### config.mk
export PLATFORM = sky130hd
export DESIGN_NAME = lpr_mem
export DESIGN_NICKNAME = d
export VERILOG_FILES = /design/src/sv/lpr_pkg.sv /design/src/sv/lpr_mem.sv
export SDC_FILE = /design/constraint.sdc
export NUM_CORES = 2
export LEC_CHECK = 0
export BUFFER_PORTS_ARGS = -buffer_cell sky130_fd_sc_hd__buf_2
export CORE_MARGIN = 2
export CORE_UTILIZATION = 28
export DETAILED_ROUTE_END_ITERATION = 8
export PLACE_DENSITY = 0.39
export REMOVE_ABC_BUFFERS = 1
export SYNTH_ARGS = -nofsm -noshare
export SYNTH_HDL_FRONTEND = slang
export SYNTH_SLANG_ARGS = --single-unit
### constraint.sdc
create_clock -name i_clk -period 16.1 [get_ports i_clk]
set_clock_uncertainty 0.2 [all_clocks]
set_input_delay 1.61 -clock i_clk [delete_from_list [all_inputs] [get_ports i_clk]]
set_output_delay 1.61 -clock i_clk [all_outputs]
set_load 0.02 [all_outputs]
### src/sv/lpr_pkg.sv
// Package for the IPv4 longest-prefix route table: codes, beat and entry types,
// and the prefix match function. No dependencies.
package lpr_pkg;

    localparam int LPR_TABLE_DEPTH = 16;

    typedef enum logic [1:0] {
        OP_ADD    = 2'd0,
        OP_LOOKUP = 2'd1,
        OP_CLEAR  = 2'd2
    } t_opcode;

    typedef enum logic [1:0] {
        STAT_OK      = 2'd0,
        STAT_INVAL   = 2'd1,
        STAT_FULL    = 2'd2,
        STAT_NOROUTE = 2'd3
    } t_status;

    typedef enum logic [1:0] {
        ST_IDLE,
        ST_SCAN,
        ST_DRAIN,
        ST_RESP
    } t_state;

    typedef struct packed {
        logic [1:0]  opcode;
        logic [31:0] address;
        logic [5:0]  pfx_len;
        logic [31:0] gateway;
        logic [7:0]  interface_id;
        logic [31:0] source_ip;
        logic [47:0] source_mac;
        logic        source_mac_present;
    } t_req;

    typedef struct packed {
        t_status     status;
        logic [31:0] found_network;
        logic [5:0]  found_pfx_len;
        logic [31:0] found_gateway;
        logic [7:0]  found_interface;
        logic [31:0] found_source_ip;
        logic [47:0] found_source_mac;
        logic        found_mac_valid;
    } t_rsp;

    typedef struct packed {
        logic [31:0] network;
        logic [5:0]  prefix;
        logic [31:0] gateway;
        logic [7:0]  interface_id;
        logic [31:0] source_ip;
        logic [47:0] source_mac;
        logic        mac_flag;
    } t_route;

    function automatic logic covers(logic [31:0] dst, logic [31:0] net, logic [5:0] plen);
        logic [31:0] mask;
        if (plen == 6'd0) begin
            mask = 32'h0;
        end else if (plen >= 6'd32) begin
            mask = 32'hFFFF_FFFF;
        end else begin
            mask = 32'hFFFF_FFFF << (6'd32 - plen);
        end
        return (plen <= 6'd32) && (((dst ^ net) & mask) == 32'h0);
    endfunction

endpackage

### src/sv/lpr_mem.sv
// Route entry memory: one write port, one read port with registered read data.
// Depends on lpr_pkg.
module lpr_mem
    import lpr_pkg::*;
#(
    parameter int DEPTH = LPR_TABLE_DEPTH,
    parameter int AW    = (DEPTH > 1) ? $clog2(DEPTH) : 1
) (
    input  logic          i_clk,
    input  logic          i_wr_en,
    input  logic [AW-1:0] i_wr_addr,
    input  t_route        i_wr_data,
    input  logic [AW-1:0] i_rd_addr,
    output t_route        o_rd_data
);

    t_route r_mem [DEPTH];
    t_route r_rd_data;

    always_ff @(posedge i_clk) begin
        if (i_wr_en) begin
            r_mem[i_wr_addr] <= i_wr_data;
        end
    end

    always_ff @(posedge i_clk) begin
        r_rd_data <= r_mem[i_rd_addr];
    end

    assign o_rd_data = r_rd_data;

endmodule

; After elaboration in Yosys (flattened, before gate mapping)
; Memories as Yosys holds them, arrays and structs flattened. A register that Yosys moved wholly into a read port is not among the register bits.
; Index checks and enable logic that the tools add are counted.
[word_totals]
ff_bits = 0
latchBits = 0
ramBits = 2544
romBits = 0
out_inout_bits = 159
wordCells = 3
n_memories = 1
[classes]
n_addsub = 0
mul = 0
div_mod_pow = 0
order_cmp = 0
eq_ne = 0
shifts = 0
mux = 2
bitwise_logic = 0
reduce_logical = 0
[mem_list]
columns = memory, words, word_bits, read_ports, rd_clocked_by_memory_dff, wr, line_no
row1 = r_mem, 16, 159, 1, 1, 1, lpr_mem.sv:17  ; t_route r_mem [DEPTH];
[ops]
columns = operator, n
row1 = $mux 1, 2

; Logic depth before layout (Yosys ltp)
[depth]
word_depth = 2
mapped_depth = 8
ltp_nobuf = 3

; Worst setup path after synthesis
; No wires, ideal clock.
[synth_timing]
kind = input port to flip-flop
start = input i_wr_addr[2]
end = memory r_mem[0][0] (netlist name) (enable)
arrival_ps = 12841
required_time_ps = 15025
setup_slack_ps = 2184
path_stages = 2
path_cell_list = or3b_2 -> nor3_1
[synth_rtl]
columns = element, line_no
row1 = from (decl), lpr_mem.sv:11  ; input logic [AW-1:0] i_wr_addr,
row2 = to (decl), lpr_mem.sv:17
; Straight into the memory's write port.

==> out/metrics.cfg <==
[placement]
pre_cts_ws_ns=9.505
place.gp.congestion=0.6732
dp_hpwl_um=140800
dp.cells=9107
io_buffers=327
placed_area_um2=106300

[grt]
grt_pass1_vias=48840
antenna_found_initial=90
grt_usage_pct=15.47
grt_pass1_wl_um=390500
grt-ovfl-total=0
grt_max_degree=125

[setup_path]
arrival_ns=6.02
crit_slowest_cell=buf_4
reg2reg_to=o_rd_data[117]$_DFF_P_
max_stage_delay_ns=0.86
crit_required_ns=16.67
crit_buf_inv=5
reg2regPathDepth=3
critical_path_depth=8
path_cells=buf_8 -> buf_4 -> buf_4 -> buf_4 -> buf_4 -> mux4_2 -> a22oi_1 -> nand2_1
cp_max_fo=55
crit_family=buffers and inverters
r2r-start=r_mem[1][117]$_DFFE_PP_
start_kind=input pin
end_kind=flop
crit_top_cell=buf_4
rrSetupSlack_ns=14.35
critPathKind=input pin to flop

[cells_and_area]
finalNetCount=4861
syn2layout_area_growth_pct=17.72
fin_util_pct=33.05
final_area_um2=116400
drive_above_1_share_pct=31.97
layout.cells.non_filler=9693

[routing]
dr.pass1.iters=5
post_drt_wl_per_cell_um=28.87
vias_per_cell=4.692
drt-initial-drc-count=3522
ant_nets=0
vias=45480
wirelength_um=279800
drc=0

[status]
status=finished, final reports clean

[logic_synthesis]
synth_top_area_share_pct=77.28
syn_area_per_cell_um2=23.76
netlist_area_um2=98860
yosysWarningCount=0
postSynthCellCount=4161
ys_types=27
yosysTopAreaCell=edfxtp_1
synth-seq-cells=2703
synth_area_leaders=edfxtp_1 (77%), mux4_2 (14%), dfxtp_1 (3.2%), a22oi_1 (2.0%), mux2_2 (0.91%)
seq_area_frac_synth_pct=80.50

[floorplan]
start_util_pct=28.07
die_area_um2=357800
dieWidth_um=598.2
die_h_um=598.2
io_pins=328
rows=218
core_area_um2=352100

[sta]
fin_setup_tns_ns=0
final.min_clock_period_ns=5.450
maxClockFrequency_mhz=183.5
relSlewSlack_pct=31.08
timing.final.max_slew_violations=0
worstMarginPinSlew_ns=1.031
finalSetupViolations=0
fin_ws_ns=10.65
final_hold_viol_count=0
rsz0062_at_grt=no
finalCritPeriodShare_pct=33.85

[pwr]
p_per_area_nw_per_um2=134.6
leakage_uw=0.03673
ir_worst_vdd_v=0.00008668

[run]
drv_cap=0

[clocking]
clkTransAtPathRegs_ns=0.06
cts_made_buffers=313
cts.htree.levels=5
post-cts-setup-buffer-count=0
clk-insertion-delay-late_ns=0.91
cts.hold.buffers_added=0
ctsLongestPathBuffers=4
cts-resized-gates=0
clock-sinks=2703
cts_tree=done
root_buffer=clkbuf_16

[min_path]
hold_path.class=flop to flop
holdPathStages=3
hold_start=r_mem[4][107]$_DFFE_PP_
hold_end=o_rd_data[107]$_DFF_P_

registers in the layout, indices dropped and copies added, names as in the netlist:
signal,count
r_mem,2544
o_rd_data,159
report_power, final:
part           total [µW]  leakage [µW]  switching, µW  internal (µW)
sequential           7930        0.0243           59.4           7870
clock                6970       0.00490           2900           4080
combinational         766       0.00751            492            275
total               15700        0.0367           3450          12200
area by class of cell:
class	count	area, µm²
tap	4730	5918
multi-input combinational	1238	18170
clock buffer	429	8621
sequential	2703	79580
timing repair buffer	436	2613
fill	33150	235800
clock inverter	139	1426
antenna	18	45.04
worst min-delay path, stage by stage (launching register included):
cell and delay, ns:
edfxtp_1 0.31, mux4_2 0.22, a22oi_1 0.05, nand2_1 0.06
how the worst max path moves through the flow:
stage                             from                     end  slack, ns
after floorplan           i_wr_addr[2]   r_mem[0][0]$_DFFE_PP_       2.18
after global placement    i_rd_addr[0]  o_rd_data[125]$_DFF_P_       9.53
after detailed placement  i_rd_addr[0]   o_rd_data[13]$_DFF_P_       9.51
after CTS                 i_rd_addr[0]   o_rd_data[13]$_DFF_P_      10.52
after global routing      i_rd_addr[0]   o_rd_data[39]$_DFF_P_      10.08
final                     i_rd_addr[0]  o_rd_data[142]$_DFF_P_      10.65
cell usage in the layout, fill, tap and decap left out, types with 19 or more instances in the layout:
master     instances
mux4_2           593
a22oi_1          269
mux2i_1           29
buf_2            323
clkbuf_1          83
clkbuf_8          31
nand2_1          118
dfxtp_1          159
clkinv_2          44
bufinv_16         19
clkinv_1          42
buf_4            100
edfxtp_1        2544
o221ai_1          26
mux2_2            80
nor2b_1           26
nand2b_1          20
clkbuf_16        315
kinds of logic after synthesis:
group                  synth area share, %
muxes                                14.71
DFF                                  80.50
AOI/OAI and AO/OA                    2.578
buffers and inverters                1.292
and+or+nand+nor                     0.9176
per-layer routing:
metal / vias to the layer above / GRT usage [%] / share of wire, %
met5: - / 0 / 0.092
met4: 44 / 3.779 / 2.1
met3: 453 / 2.821 / 4.7
met2: 1038 / 26.37 / 50
met1: 25030 / 20.38 / 43
li1: 18920 / - / -
per-stage QoR:
stage / hold slack, ns / total power (µW)
floorplan: 0.4349 / 8434
global placement: 0.4566 / 8870
detailed placement: 0.4552 / 8875
CTS: 0.4592 / 15930
global route: 0.4889 / 16240
finish: 0.4579 / 15670
cell usage after synthesis:
master	instances
edfxtp_1	2544
a22oi_1	269
buf_4	32
a221oi_1	17
clkbuf_1	73
nand2_1	118
o221ai_1	26
mux2_2	80
o21ai_0	18
buf_2	67
and2_1	3
nor2b_1	32
o21ai_1	2
nand3_1	1
nand2b_1	21
nor2_1	14
o22a_1	6
or3b_2	1
nor2_2	1
nor3_1	4
mux4_2	593
dfxtp_1	159
mux2i_1	29
buf_1	15
nand3b_1	2
or2_2	1
buf_6	33
(Power assumes the default switching activity.)
